--- src/rtl/pde_pkg.sv ---
// ----------------------------------------------------------------------------
// pde_pkg
// Shared widths, register indexes, the pipeline word type and the factor
// table used by the polynomial and derivative evaluator.
// ----------------------------------------------------------------------------
package pde_pkg;

   localparam int DEGREE        = 5;
   localparam int NUM_STEPS     = DEGREE + 1;
   localparam int NUM_COEF_REGS = 6;

   localparam int COEF_W    = 48;
   localparam int TIME_W    = 32;
   localparam int ACC_W     = 64;
   localparam int HALF_W    = 32;
   localparam int FRAC_W    = 24;
   localparam int ORDER_W   = 3;
   localparam int IDX_W     = 3;
   localparam int FAC_W     = 7;
   localparam int CSR_IDX_W = 3;
   localparam int EPROD_W   = COEF_W + FAC_W + 1;

   localparam logic [ORDER_W-1:0] MAX_ORDER = 3'd5;

   // Register indexes; indexes below NUM_COEF_REGS select a coefficient.
   localparam logic [CSR_IDX_W-1:0] REG_DERIV_COUNT   = 3'd6;
   localparam logic [ORDER_W-1:0]   DERIV_COUNT_RESET = 3'd2;

   localparam logic signed [ACC_W-1:0] ACC_MAX = 64'sh7FFF_FFFF_FFFF_FFFF;
   localparam logic signed [ACC_W-1:0] ACC_MIN = 64'sh8000_0000_0000_0000;

   typedef logic [NUM_COEF_REGS-1:0][COEF_W-1:0] coef_arr_type;

   // One evaluation in flight: the running Horner sum of one derivative order.
   typedef struct packed {
      logic [TIME_W-1:0]       t;
      logic [ORDER_W-1:0]      order;
      logic                    last;
      logic                    sat;
      logic signed [ACC_W-1:0] acc;
   } job_type;

   // Multiplier that turns coefficient j+k into term j of the k-th derivative:
   // (j+k)! / j!. Zero where the source coefficient does not exist.
   function automatic logic [FAC_W-1:0] coef_factor(input logic [IDX_W-1:0]   j,
                                                    input logic [ORDER_W-1:0] k);
      logic [15:0] f;
      int          top;
      top = int'(j) + int'(k);
      f   = 16'd1;
      for (int i = 1; i <= int'(MAX_ORDER); i++) begin
         if (i <= int'(k)) begin
            f = 16'(f * 16'(int'(j) + i));
         end
      end
      if (top >= NUM_COEF_REGS || top > DEGREE) begin
         f = 16'd0;
      end
      return f[FAC_W-1:0];
   endfunction

endpackage

--- src/rtl/pde_issue.sv ---
// ----------------------------------------------------------------------------
// pde_issue
// Holds one accepted time word and issues one job per derivative order,
// value first, into the Horner pipeline.
// ----------------------------------------------------------------------------
module pde_issue (
   input  logic                          clock,
   input  logic                          reset,
   input  logic                          adv,
   input  logic                          req_valid,
   output logic                          req_ready,
   input  logic [pde_pkg::TIME_W-1:0]    req_sample_time,
   input  logic [pde_pkg::ORDER_W-1:0]   deriv_count,
   output logic                          job_valid,
   output pde_pkg::job_type              job
);

   logic                        busy_ff, busy_in;
   logic [pde_pkg::TIME_W-1:0]  t_ff, t_in;
   logic [pde_pkg::ORDER_W-1:0] count_ff, count_in;
   logic [pde_pkg::ORDER_W-1:0] order_ff, order_in;
   logic                        last_job;
   logic                        accept;

   assign last_job  = (order_ff == count_ff);
   assign req_ready = !busy_ff || (adv && last_job);
   assign accept    = req_valid && req_ready;

   always_comb begin
      busy_in  = busy_ff;
      t_in     = t_ff;
      count_in = count_ff;
      order_in = order_ff;
      if (accept) begin
         busy_in  = 1'b1;
         t_in     = req_sample_time;
         count_in = (deriv_count > pde_pkg::MAX_ORDER) ? pde_pkg::MAX_ORDER : deriv_count;
         order_in = '0;
      end else if (busy_ff && adv) begin
         if (last_job) begin
            busy_in = 1'b0;
         end else begin
            order_in = order_ff + 1'b1;
         end
      end
   end

   always_ff @(posedge clock) begin
      if (reset) begin
         busy_ff <= 1'b0;
      end else begin
         busy_ff <= busy_in;
      end
      t_ff     <= t_in;
      count_ff <= count_in;
      order_ff <= order_in;
   end

   assign job_valid = busy_ff;

   always_comb begin
      job       = '0;
      job.t     = t_ff;
      job.order = order_ff;
      job.last  = last_job;
   end

endmodule

--- config.mk ---
export PLATFORM = sky130hd
export DESIGN_NAME = pde_issue
export DESIGN_NICKNAME = d
export VERILOG_FILES = /design/src/rtl/pde_pkg.sv /design/src/rtl/pde_issue.sv
export SDC_FILE = /design/constraint.sdc
export NUM_CORES = 1
export LEC_CHECK = 0
export BUFFER_PORTS_ARGS = -buffer_cell sky130_fd_sc_hd__buf_2
export CAP_MARGIN = 5
export CORE_MARGIN = 5
export CORE_UTILIZATION = 43
export CTS_CLUSTER_SIZE = 14
export DETAILED_ROUTE_END_ITERATION = 6
export MAX_ROUTING_LAYER = met4
export PLACE_DENSITY_LB_ADDON = 0.3
export REMOVE_ABC_BUFFERS = 1
export SYNTH_ARGS = -nofsm -noshare
export SYNTH_HDL_FRONTEND = slang
export SYNTH_SLANG_ARGS = --single-unit
--- constraint.sdc ---
create_clock -name clock -period 7 [get_ports clock]
set_clock_uncertainty 0.15 [all_clocks]
set_input_delay 0.35 -clock clock [delete_from_list [all_inputs] [get_ports clock]]
set_output_delay 0.35 -clock clock [all_outputs]
set_load 0.05 [all_outputs]
Yosys cells after proc, flatten, opt, wreduce, memory -nomap -nowiden
Index checks and enable logic that the tools add are counted.

operators by class
  magnitude comparators = 1
  bitwise gates (word level) = 1
  add/sub/neg operators = 1
  reduce and logical (&&, ||, !) cells = 9
  eq/ne operators = 1
  multiplexer cells = 3

operator list
  cell                   count
  $reduce_and A2 Y1      2
  $reduce_bool A2 Y1     2
  $add A3 B1 Y3 const B  1
  $eq A3 B3 Y1           1
  $gt A3 B3 Y1 const B   1
  $logic_and A1 B1 Y1    3
  $mux W1                3
  $logic_not A1 Y1       1
  $logic_or A1 B1 Y1     1
  $not A1 Y1             1

word-level totals
  input bits = 39
  register bits = 39

Longest topological paths before layout
Gate-level depths: netlist of the first run.

  depth in word-level cells = 6
  mapped depth = 4
  gate-level depth less buffers = 4

Worst setup path before layout of the first run
No wires, ideal clock.

  path type = flip-flop to flip-flop
  start point = register order_ff[0] (netlist name)
  end point = register count_ff[0] (netlist name), enable pin
  required time = 6.454 ns
  stages on the path, launching flop included = 5
  arrival time = 2.371 ns
  setup time = 0.396 ns
  path slack = 4.084 ns
  clock period less this slack = 2.916 ns
  cell sequence = dfxtp_1 xor2_1 nor3_4 a21o_4 and2_1

on the way
  longest elaborated chain between the ends = 4

ends and longest elaborated chain
  element                 line             source
  start, declared         pde_issue.sv:21  logic [pde_pkg::ORDER_W-1:0] order_ff, order_in;
  start signal, assigned  pde_issue.sv:56  order_ff <= order_in;
  $eq A3 B3 Y1            pde_issue.sv:25  assign last_job = (order_ff == count_ff);
  named net last_job      pde_issue.sv:22  logic last_job;
  $logic_and A1 B1 Y1     pde_issue.sv:26  assign req_ready = !busy_ff || (adv && last_job);
  $logic_or A1 B1 Y1      pde_issue.sv:26
  named net req_ready     pde_issue.sv:11  output logic req_ready,
  $logic_and A1 B1 Y1     pde_issue.sv:27  assign accept = req_valid && req_ready;
  named net accept        pde_issue.sv:23  logic accept;
  end signal, assigned    pde_issue.sv:55  count_ff <= count_in;
  end, declared           pde_issue.sv:20  logic [pde_pkg::ORDER_W-1:0] count_ff, count_in;

The timed path passes the listed nets, and every way through them passes these cells.
A chain may end at the register's enable or synchronous reset.

Worst setup path in the final report of the first run
  start point = register order_ff[0] (netlist name)
  end point = register t_ff[8] (netlist name), enable pin

on the way
  longest elaborated chain between the ends = 4

ends and longest elaborated chain
  element               line             source
  $eq A3 B3 Y1          pde_issue.sv:25
  $logic_and A1 B1 Y1   pde_issue.sv:26
  $logic_or A1 B1 Y1    pde_issue.sv:26
  $logic_and A1 B1 Y1   pde_issue.sv:27
  named net accept      pde_issue.sv:23
  end signal, assigned  pde_issue.sv:54  t_ff <= t_in;
  end, declared         pde_issue.sv:19  logic [pde_pkg::TIME_W-1:0] t_ff, t_in;

The timed path passes the listed nets, and every way through them passes these cells.

==> metrics.md, run 1 <==
| Metric | Value |
|---|---|
| Initial antenna violation count | `0` |
| Critical path launch point type | `flip-flop` |
| Final #Nets | `255` |
| Filler Cell Count | `380` |
| Register Area | `roughly 1100 um^2` |
| Post-synth EDFFs | `35` |
| Slew HR | `47.2%` |
| Gpl congestion | `approximately 0.85` |
| Run status | `finished, final reports clean` |
| P per Cell Area | `between 200 and 300 nW/um^2` |
| Worst-Skew Late Latency | `between 200 and 300 ps` |
| Commonest non-fill, non-tap cell in the layout | `buf_2` |
| Port bufs | `between 70 and 80` |
| Share of the yosys chip area belonging to registers | `61.5%` |
| Antenna-violating nets left | `0` |
| Pin count of the biggest net entering global routing | `36` |
| Die Area | `about 5700 um^2` |
| Grt ovf | `0` |
| DIE WIDTH | `approximately 75 um` |
| Post-synthesis cell type count | `24` |
| # Max-Cap Violations | `0` |
| Fin crit share | `32.5%` |
| Synth warn | `0` |
| Cts repair resizes | `0` |
| GRT Util Overall | `10.2%` |
| Post-synthesis async set-or-reset flop share | `0%` |
| Initial core utilization | `45.0%` |
| Maximum vdd drop | `~0.00015 V` |
| Slew Limit Fails | `0` |
| Die height | `approximately 75 um` |
| First DRT Iteration DRCs | `53` |
| Final hold violations | `0` |
| Total wire length | `3110 um` |
| Slew @ Worst Pin | `792 ps` |
| Wire length per cell | `11.7 um` |
| Max Root-Sink Buffers | `2` |
| Core area | `just over 4000 um^2` |
| Hold Buf Count CTS | `0` |
| Row cnt | `23` |
| Vias in the first global route | `between 900 and 1000` |
| Via count | `slightly above 1000` |
| Clock tree from TritonCTS | `done` |
| Crit-path max FO | `35` |
| CTS root buffer | `clkbuf_8` |
| RSZ-0062 raised after global routing | `no` |
| Area delta synth->final | `15.0%` |
| Hold WS | `between 70 and 80 ps` |
| P_leak | `slightly above 0.001 uW` |
| Critical Path RT | `between 6000 and 7000 ps` |
| CTS sink cnt | `39` |
| Primary FF master, synth | `edfxtp_1` |
| ANT cells | `0` |
| Vias/cell | `about 3.9` |
| Critical path class | `flip-flop to flip-flop` |
| CP arrival | `between 2000 and 2500 ps` |
| Seq cells post-synth | `39` |
| Num CTS Buffers | `5` |
| DRC | `0` |
| Area of the multi-input gates | `~440 um^2` |
| Setup Fix Bufs, Post-CTS | `0` |
| Fraction of layout cells with a size suffix above 1 | `40.3%` |
| Synth area leaders | `edfxtp_1 (57%), buf_4 (27%), dfxtp_1 (4.4%)` |
| Setup-failing EPs final | `0` |
| Syn avg cell area | `13.6 um^2` |
| Clock transition at path regs | `about 70 ps` |
| F_max | `approximately 440 MHz` |
| Cells after synthesis | `approximately 140` |
| Placed wire-length estimate | `~2500 um` |
| Yosys top cell area share | `between 50% and 60%` |
| Cell type with the largest total area after synthesis | `edfxtp_1` |
| Fin crit period | `roughly 2300 ps` |
| Most frequent cells in the layout | `buf_2 (76), conb_1 (65), edfxtp_1 (35)` |
| Final setup TNS | `0 ps` |
| CP Capture Type | `flip-flop` |
| Syn Std Cell Area | `1840 um^2` |
| IO Count | `~140` |
| First-pass GRT wire length | `roughly 4100 um` |
| Drt first pass iters | `4` |
| Min-Delay Path Class | `input pin to flip-flop` |
| # H-tree levels | `2` |
## per-layer routing
layer / vias to the layer above / part of all wire (%) / track usage, % / routed length (um)
met1: 477 / 31 / 9.96 / 958
met2: 71 / 54 / 17.5 / 1680
met5: - / 0 / - / 0
li1: 486 / - / - / -
met3: 2 / 15 / 5.15 / 461
met4: 0 / 0.32 / 3.50 / 10
## cell families after synthesis
| group | after synthesis | share of synthesized area [%] |
|---|---|---|
| flip-flops | 39 | 61.5 |
| adder cells (fa/ha/maj) | 1 | 0.680 |
| XOR/XNOR | 3 | 1.43 |
| buffers and inverters | 69 | 27.5 |
| AO/OA/AOI/OAI | 10 | 4.62 |
| AND/OR/NAND/NOR | 12 | 4.08 |
| other | 1 | 0.204 |
## critical path, cell delays in order, from the launching register on
cell and delay [ps]:
dfxtp_1 360, xor2_1 200, nor3_4 330, a21o_4 190, and2_2 660
## registers in the layout (all words and copies together) (netlist names)
name       flops
order_ff       3
count_ff       3
t_ff          32
job_valid      1
## power by group
| part | internal [uW] | leakage [uW] | switching, uW |
|---|---|---|---|
| clock | 78.8 | 0.0000459 | 69.1 |
| combinational | 25.6 | 0.000619 | 157 |
| sequential | 274 | 0.000367 | 7.20 |
## path summary, 6_finish.rpt
path | from | end | slack, ps | cells after the start
max | order_ff[0] | t_ff[8] | 4720 | 4
min | reset | job_valid | 80 | 2
max reg2reg | order_ff[0] | t_ff[8] | 4720 | 4
min reg2reg | order_ff[2] | order_ff[2] | 390 | 2
## through the flow
stage | power, uW | std cells | area, um^2 | utilization (%) | setup slack, ps
floorplan | 438 | 132 | 1580 | - | 3710
global placement | 468 | 258 | 2030 | 49.6 | 4740
detailed placement | 469 | 258 | 2030 | 49.6 | 4700
CTS | 618 | 266 | 2120 | 51.8 | 4700
global route | 641 | 266 | 2120 | 51.8 | 4570
finish | 612 | 266 | 2120 | 51.8 | 4720
## final cells by class
type | instances | share of cell area [%]
sequential | 39 | 53.5
multi-input combinational | 91 | 21.0
timing repair buffer | 76 | 18.0
clock buffer | 7 | 4.08
tap | 50 | 2.96
inverter | 2 | 0.355
clock inverter | 1 | 0.177
## Yosys cell counts, types with 2 or more instances
library cell	number
a21o_1	3
buf_4	66
dfxtp_1	4
edfxtp_1	35
inv_1	2
nand2_1	2
nand3_1	3
nor2_1	2
xor2_1	3
No activity file was read; power rests on OpenSTA's default activity.
==> run 2: changes to the inputs <==
--- a/config.mk
+++ b/config.mk
@@ -5,10 +5,11 @@
 export SDC_FILE = /design/constraint.sdc
 export NUM_CORES = 1
 export LEC_CHECK = 0
+export ABC_AREA = 1
 export BUFFER_PORTS_ARGS = -buffer_cell sky130_fd_sc_hd__buf_2
 export CAP_MARGIN = 5
 export CORE_MARGIN = 5
-export CORE_UTILIZATION = 43
+export CORE_UTILIZATION = 40
 export CTS_CLUSTER_SIZE = 14
 export DETAILED_ROUTE_END_ITERATION = 6
 export MAX_ROUTING_LAYER = met4
==> constraint.sdc (replaced) <==
create_clock -name clock -period 2.1 [get_ports clock]
set_clock_uncertainty 0.15 [all_clocks]
set_input_delay 0.105 -clock clock [delete_from_list [all_inputs] [get_ports clock]]
set_output_delay 0.105 -clock clock [all_outputs]
set_load 0.05 [all_outputs]
==> metrics.md, run 2 <==
| Metric | Value |
|---|---|
| Final WS setup | `347 ps` |
| Min-delay src | `adv` |
| Pwr Total | `2250 uW` |
| Max layer used | `met4` |
| Initial core utilization | `approximately two fifths` |
| Final Instance Area | `about 2600 um^2` |
| Wire length per cell | `~12 um` |
| Worst-Skew Late Latency | `approximately 280 ps` |
| Dpl cells | `~280` |
| P_leak | `about 0.0013 uW` |
| Cell type with the largest total area after synthesis | `edfxtp_1` |
| Hold WS | `143 ps` |
| ANT cells | `0` |
| First DRT Iteration DRCs | `42` |
| Vias in the first global route | `1213` |
| Post-synthesis cell type count | `19` |
| Seq cells post-synth | `39` |
| Cts repair resizes | `0` |
| Fraction of layout cells with a size suffix above 1 | `32.8%` |
| CP arrival | `roughly 1800 ps` |
| Max Root-Sink Buffers | `2` |
| Slew Limit Fails | `0` |
| Maximum vdd drop | `roughly 0.00051 V` |
| GRT Util Overall | `roughly an eighth` |
| Syn Std Cell Area | `around 1800 um^2` |
| Worst-case reg-to-reg path depth | `5` |
| Port bufs | `76` |
| Fin crit period | `around 1800 ps` |
| CTS sink cnt | `39` |
| Critical Path RT | `about 2100 ps` |
| Drt first pass iters | `4` |
| Primary FF master, synth | `edfxtp_1` |
| Worst-path cell with the longest stage delay | `dlygate4sd3_1` |
| Via count | `roughly 1200` |
| CTS root buffer | `clkbuf_8` |
| Num CTS Buffers | `5` |
| Setup Fix Bufs, Post-CTS | `0` |
| # H-tree levels | `2` |
| RSZ-0062 raised after global routing | `no` |
| Worst R2R Setup Slack | `around 350 ps` |
| Met2 wire len | `2000 um` |
| Cells after synthesis | `150` |
| Syn avg cell area | `around 12 um^2` |
| WL met3 | `around 500 um` |
| Most frequent cells in the layout | `buf_2 (76), conb_1 (65), dlygate4sd3_1 (39)` |
| P per Cell Area | `between 800 and 900 nW/um^2` |
| Critical path class | `flip-flop to flip-flop` |
| WHS Path Cells | `6` |
| Largest Register | `t_ff` |
| Max FFs per register | `32` |
| Final hold violations | `0` |
| Post-synth top cells | `buf_4 (66), edfxtp_1 (35), nand2_1 (16), inv_1 (12), dfxtp_1 (4)` |
| Min-Delay Path Class | `input pin to flip-flop` |
| Hold EP | `order_ff[2]` |
| Final #Nets | `310` |
| Core area | `around 4400 um^2` |
| Met1 Wirelength | `~1300 um` |
| CP Capture Type | `flip-flop` |
| Total wire length | `around 3900 um` |
| Commonest non-fill, non-tap cell in the layout | `buf_2` |
| Regs by FF count | `t_ff x32, count_ff x3, order_ff x3` |
| WP buf/inv | `1` |
| R2R Path End | `job_valid` |
| Die height | `a little under 80 um` |
| Clock transition at path regs | `80 ps` |
| Initial antenna violation count | `0` |
| F_max | `~570 MHz` |
| Synth area leaders | `edfxtp_1 (57%), buf_4 (27%), dfxtp_1 (4.3%)` |
| Post-synthesis async set-or-reset flop share | `0%` |
| Fin crit share | `roughly 83%` |
| Dpl ws | `413 ps` |
| CP Cell Sequence | `xnor2_1 -> nand4_1 -> nand2_2 -> a21oi_1 -> dlygate4sd3_1` |
| First-pass GRT wire length | `~5800 um` |
| Gpl congestion | `0.749` |
| Post-synth EDFFs | `35` |
| Filler Cell Count | `375` |
| Synth warn | `0` |
| Area delta synth->final | `39.6%` |
| Grt ovf | `0` |
| Crit-path leading delay family | `buffers and inverters` |
| # Max-Cap Violations | `0` |
| Run status | `finished, final reports clean` |
| Hold Buf Count CTS | `39` |
| Critical path launch point type | `flip-flop` |
| Die Area | `slightly above 6000 um^2` |
| Row cnt | `24` |
| Most frequent cell after synthesis | `buf_4` |
| DRC | `0` |
| Antenna-violating nets left | `0` |
| Share of the yosys chip area belonging to registers | `between 60% and 70%` |
| Layout Cells excl Fill | `roughly 320` |
| Vias/cell | `between 3 and 4` |
| Placed wire-length estimate | `~2600 um` |
| Clock tree from TritonCTS | `done` |
| Setup-failing EPs final | `0` |
| Cell Area, Placed | `approximately 2100 um^2` |
| Crit-path max FO | `3` |
| R2R Path Start | `count_ff[0]` |
| DIE WIDTH | `around 78 um` |
| IO Count | `142` |
| Pin count of the biggest net entering global routing | `36` |
| Yosys top cell area share | `~57%` |
| CP peak stage delay | `560 ps` |
[run 2: how the worst max path moves through the flow]
| stage | cells after the start | slack [ps] | endpoint | start |
|---|---|---|---|---|
| floorplan | 5 | -520 | count_ff[0] | order_ff[0] |
| global placement | 6 | 450 | t_ff[15] | count_ff[0] |
| detailed placement | 6 | 410 | t_ff[28] | count_ff[0] |
| CTS | 5 | 360 | job_valid | count_ff[0] |
| global route | 5 | 260 | job_valid | order_ff[0] |
| finish | 5 | 350 | job_valid | count_ff[0] |
[run 2: cell families after synthesis]
kind of cell | after synthesis | synth area share (%)
buffers and inverters | 80 | 29.7
DFF | 39 | 61.3
and+or+nand+nor | 25 | 6.44
AOI/OAI and AO/OA | 2 | 0.678
xor gates and xnor gates | 2 | 0.950
adders and majority gates | 1 | 0.678
other | 1 | 0.203
[run 2: routing by layer]
metal / GRT usage [%] / up-vias
li1: - / 588
met1: 12.4 / 548
met2: 22.3 / 94
met3: 4.86 / 10
met4: 4.56 / 0
met5: - / -
[run 2: through the flow]
stage	utilization [%]	setup TNS, ps
6_report	58.3	0
5_1_grt	58.3	0
4_1_cts	58.3	0
3_5_place_dp	46.5	0
3_3_place_gp	46.5	0
2_1_floorplan	-	-18130
[run 2: cell type report]
| type | count | area, um^2 | area share [%] |
|---|---|---|---|
| Clock inverter | 2 | 60.1 | 2.33 |
| Clock buffer | 6 | 72.6 | 2.82 |
| Timing Repair Buffer | 116 | 791 | 30.7 |
| Tap cell | 52 | 65.1 | 2.53 |
| Sequential cell | 39 | 1130 | 43.9 |
| Multi-Input combinational cell | 95 | 405 | 15.8 |
| Inverter | 13 | 48.8 | 1.90 |
[run 2: where the power goes]
group | internal [uW] | switching, uW
Combinational | 121 | 489
Sequential | 900 | 16.0
Clock | 475 | 247
[run 2: worst register-to-register path: stages, from the launching register on]
cell and delay, ps:
edfxtp_1 380, xnor2_1 220, nand4_1 130, nand2_2 120, a21oi_1 70, dlygate4sd3_1 560
==> run 3: changes to the inputs <==
--- a/config.mk
+++ b/config.mk
@@ -9,7 +9,7 @@
 export BUFFER_PORTS_ARGS = -buffer_cell sky130_fd_sc_hd__buf_2
 export CAP_MARGIN = 5
 export CORE_MARGIN = 5
-export CORE_UTILIZATION = 40
+export CORE_UTILIZATION = 36
 export CTS_CLUSTER_SIZE = 14
 export DETAILED_ROUTE_END_ITERATION = 6
 export MAX_ROUTING_LAYER = met4
==> constraint.sdc (replaced) <==
create_clock -name clock -period 1.5 [get_ports clock]
set_clock_uncertainty 0.15 [all_clocks]
set_input_delay 0.075 -clock clock [delete_from_list [all_inputs] [get_ports clock]]
set_output_delay 0.075 -clock clock [all_outputs]
set_load 0.05 [all_outputs]
==> metrics.md, run 3 (synthesis results as in run 2) <==
| Metric | Value |
|---|---|
| Fraction of layout cells with a size suffix above 1 | `a little under two fifths` |
| CTS root buffer | `clkbuf_8` |
| Critical path class | `flip-flop to output port` |
| Logic pwr share | `between 20% and 30%` |
| CP arrival | `about 1300 ps` |
| CP Capture Type | `output port` |
| Core area | `~5000 um^2` |
| Worst-path cell with the longest stage delay | `edfxtp_1` |
| RSZ-0062 raised after global routing | `yes` |
| P per Cell Area | `around 1200 nW/um^2` |
| Hold WS | `between 100 and 150 ps` |
| Largest Register | `t_ff` |
| Worst-Skew Late Latency | `roughly 280 ps` |
| First-pass GRT wire length | `roughly 5700 um` |
| Clock transition at path regs | `80 ps` |
| Wire length per cell | `12.1 um` |
| Num CTS Buffers | `5` |
| WHS Path Cells | `7` |
| Max layer used | `met4` |
| Maximum vdd drop | `roughly 0.00068 V` |
| Internal power | `about 2200 uW` |
| Met1 Wirelength | `approximately 1600 um` |
| Grt ovf | `0` |
| Placed wire-length estimate | `between 2000 and 3000 um` |
| CP Cell Sequence | `xnor2_2 -> nand4_1 -> nand2_2 -> buf_6 -> buf_8` |
| Vias in the first global route | `~1200` |
| Crit-path max FO | `2` |
| Most frequent cells in the layout | `buf_2 (74), conb_1 (65), dlygate4sd3_1 (37)` |
| Die Area | `around 6700 um^2` |
| Vias/cell | `3.64` |
| Antenna-violating nets left | `0` |
| Met2 wire len | `2060 um` |
| Failing checks | `setup timing` |
| Psw | `about 1100 uW` |
| CP peak stage delay | `slightly above 400 ps` |
| F_max | `650 MHz` |
| Setup-failing EPs final | `34` |
| DIE WIDTH | `roughly 82 um` |
| Critical path launch point type | `flip-flop` |
| Worst-case reg-to-reg path depth | `6` |
| Clock tree from TritonCTS | `done` |
| Gpl congestion | `~0.7` |
| Filler Cell Count | `395` |
| GRT Util Overall | `between 10% and 20%` |
| Critical Path RT | `1270 ps` |
| Dpl cells | `303` |
| Area of the multi-input gates | `between 400 and 500 um^2` |
| Final hold violations | `0` |
| Commonest non-fill, non-tap cell in the layout | `buf_2` |
| Final #Nets | `between 300 and 400` |
| IO Count | `142` |
| Final WS setup | `-37.6 ps` |
| Run status | `complete, but fails checks` |
| First DRT Iteration DRCs | `between 40 and 50` |
| Crit path depth | `5` |
| Total wire length | `4280 um` |
| Sw Share | `approximately 34%` |
| Drt first pass iters | `4` |
| ANT cells | `0` |
| Register Area | `1130 um^2` |
| Area delta synth->final | `53.5%` |
| Max FFs per register | `32` |
| Crit-path leading delay family | `flip-flops` |
| Row cnt | `26` |
| Max Root-Sink Buffers | `2` |
| CTS sink cnt | `39` |
| # Max-Cap Violations | `0` |
| DRC | `0` |
| Port bufs | `76` |
| Initial core utilization | `~37%` |
| Via count | `around 1300` |
| P_leak | `~0.0014 uW` |
| Regs by FF count | `t_ff x32, count_ff x3, order_ff x3` |
| Clk pwr share | `31.3%` |
| Min-Delay Path Class | `input pin to flip-flop` |
| Seq pwr share | `39.1%` |
| Fin crit share | `103%` |
| WL met3 | `622 um` |
| Die height | `about 82 um` |
| # H-tree levels | `2` |
| WP buf/inv | `2` |
| Slew Limit Fails | `0` |
| Cell Area, Placed | `approximately 2100 um^2` |
| Layout Cells excl Fill | `approximately 350` |
| Initial antenna violation count | `0` |
| Final Instance Area | `approximately 2800 um^2` |
| Fin crit period | `~1500 ps` |
| Pin count of the biggest net entering global routing | `14` |
[run 3: changes by cell type in the layout (fill, tap and decap cells not counted), moves of 2 or more]
cell	delta
dlygate4sd3_1	-2
clkbuf_16	+3
buf_4	+9
buf_8	+2
buf_2	-2
inv_1	-2
[run 3: through the flow]
stage / total power [uW] / setup WS [ps] / utilization (%) / TNS (ps)
after floorplan: 1940 / -1120 / - / -40040
final: 3270 / -37.6 / 56.1 / -551
after global routing: 3400 / -142 / 56.1 / -4010
after detailed placement: 2100 / -112 / 42.5 / -3140
after global placement: 2100 / -91.9 / 42.5 / -2410
after CTS: 3240 / -114 / 53.9 / -2930
[run 3: area by class of cell]
type	count	area share (%)
clock inverters	3	2.39
clock buffers	5	2.43
repair buffers	129	35.1
multi-input cells	95	14.9
well taps	70	3.09
flip-flops and latches	39	40.0
inverters	13	2.17
[run 3: worst paths after layout]
kind                               endpoint  slack [ps]        start
worst max-delay path              req_ready         -40  count_ff[0]
worst min-delay path            order_ff[1]         110          adv
worst max register to register     t_ff[18]         -40  count_ff[0]
worst min register to register  order_ff[1]         530  order_ff[1]
[run 3: power by group through the flow]
stage / registers, uW / clock network [uW] / logic, uW
after detailed placement: 1300 / 0 / 800
final: 1280 / 1020 / 968
after CTS: 1280 / 1040 / 912
after global routing: 1290 / 1100 / 1010
after global placement: 1300 / 0 / 797
after floorplan: 1510 / 0 / 431
[run 3: metal layers]
metal	vias up	track usage, %
met3	4	3.95
met2	107	20.1
met4	0	4.49
li1	618	-
met1	561	14.0
met5	-	-
[run 3: timing repair]
item,in CTS,in global routing
gates resized for setup,15,5
endpoints found under the hold margin,36,0
pin swaps,3,5
cloned,1,3
buffers inserted,0,2
hold buffers,37,0
setup endpoints to repair,37,37
[run 3: tightest hold or removal path, cell delays in order]
cell and delay (ps):
buf_2 110, nand2_1 70, inv_2 50, nand3_1 70
nand2_1 50, nand2_1 50, inv_1 30
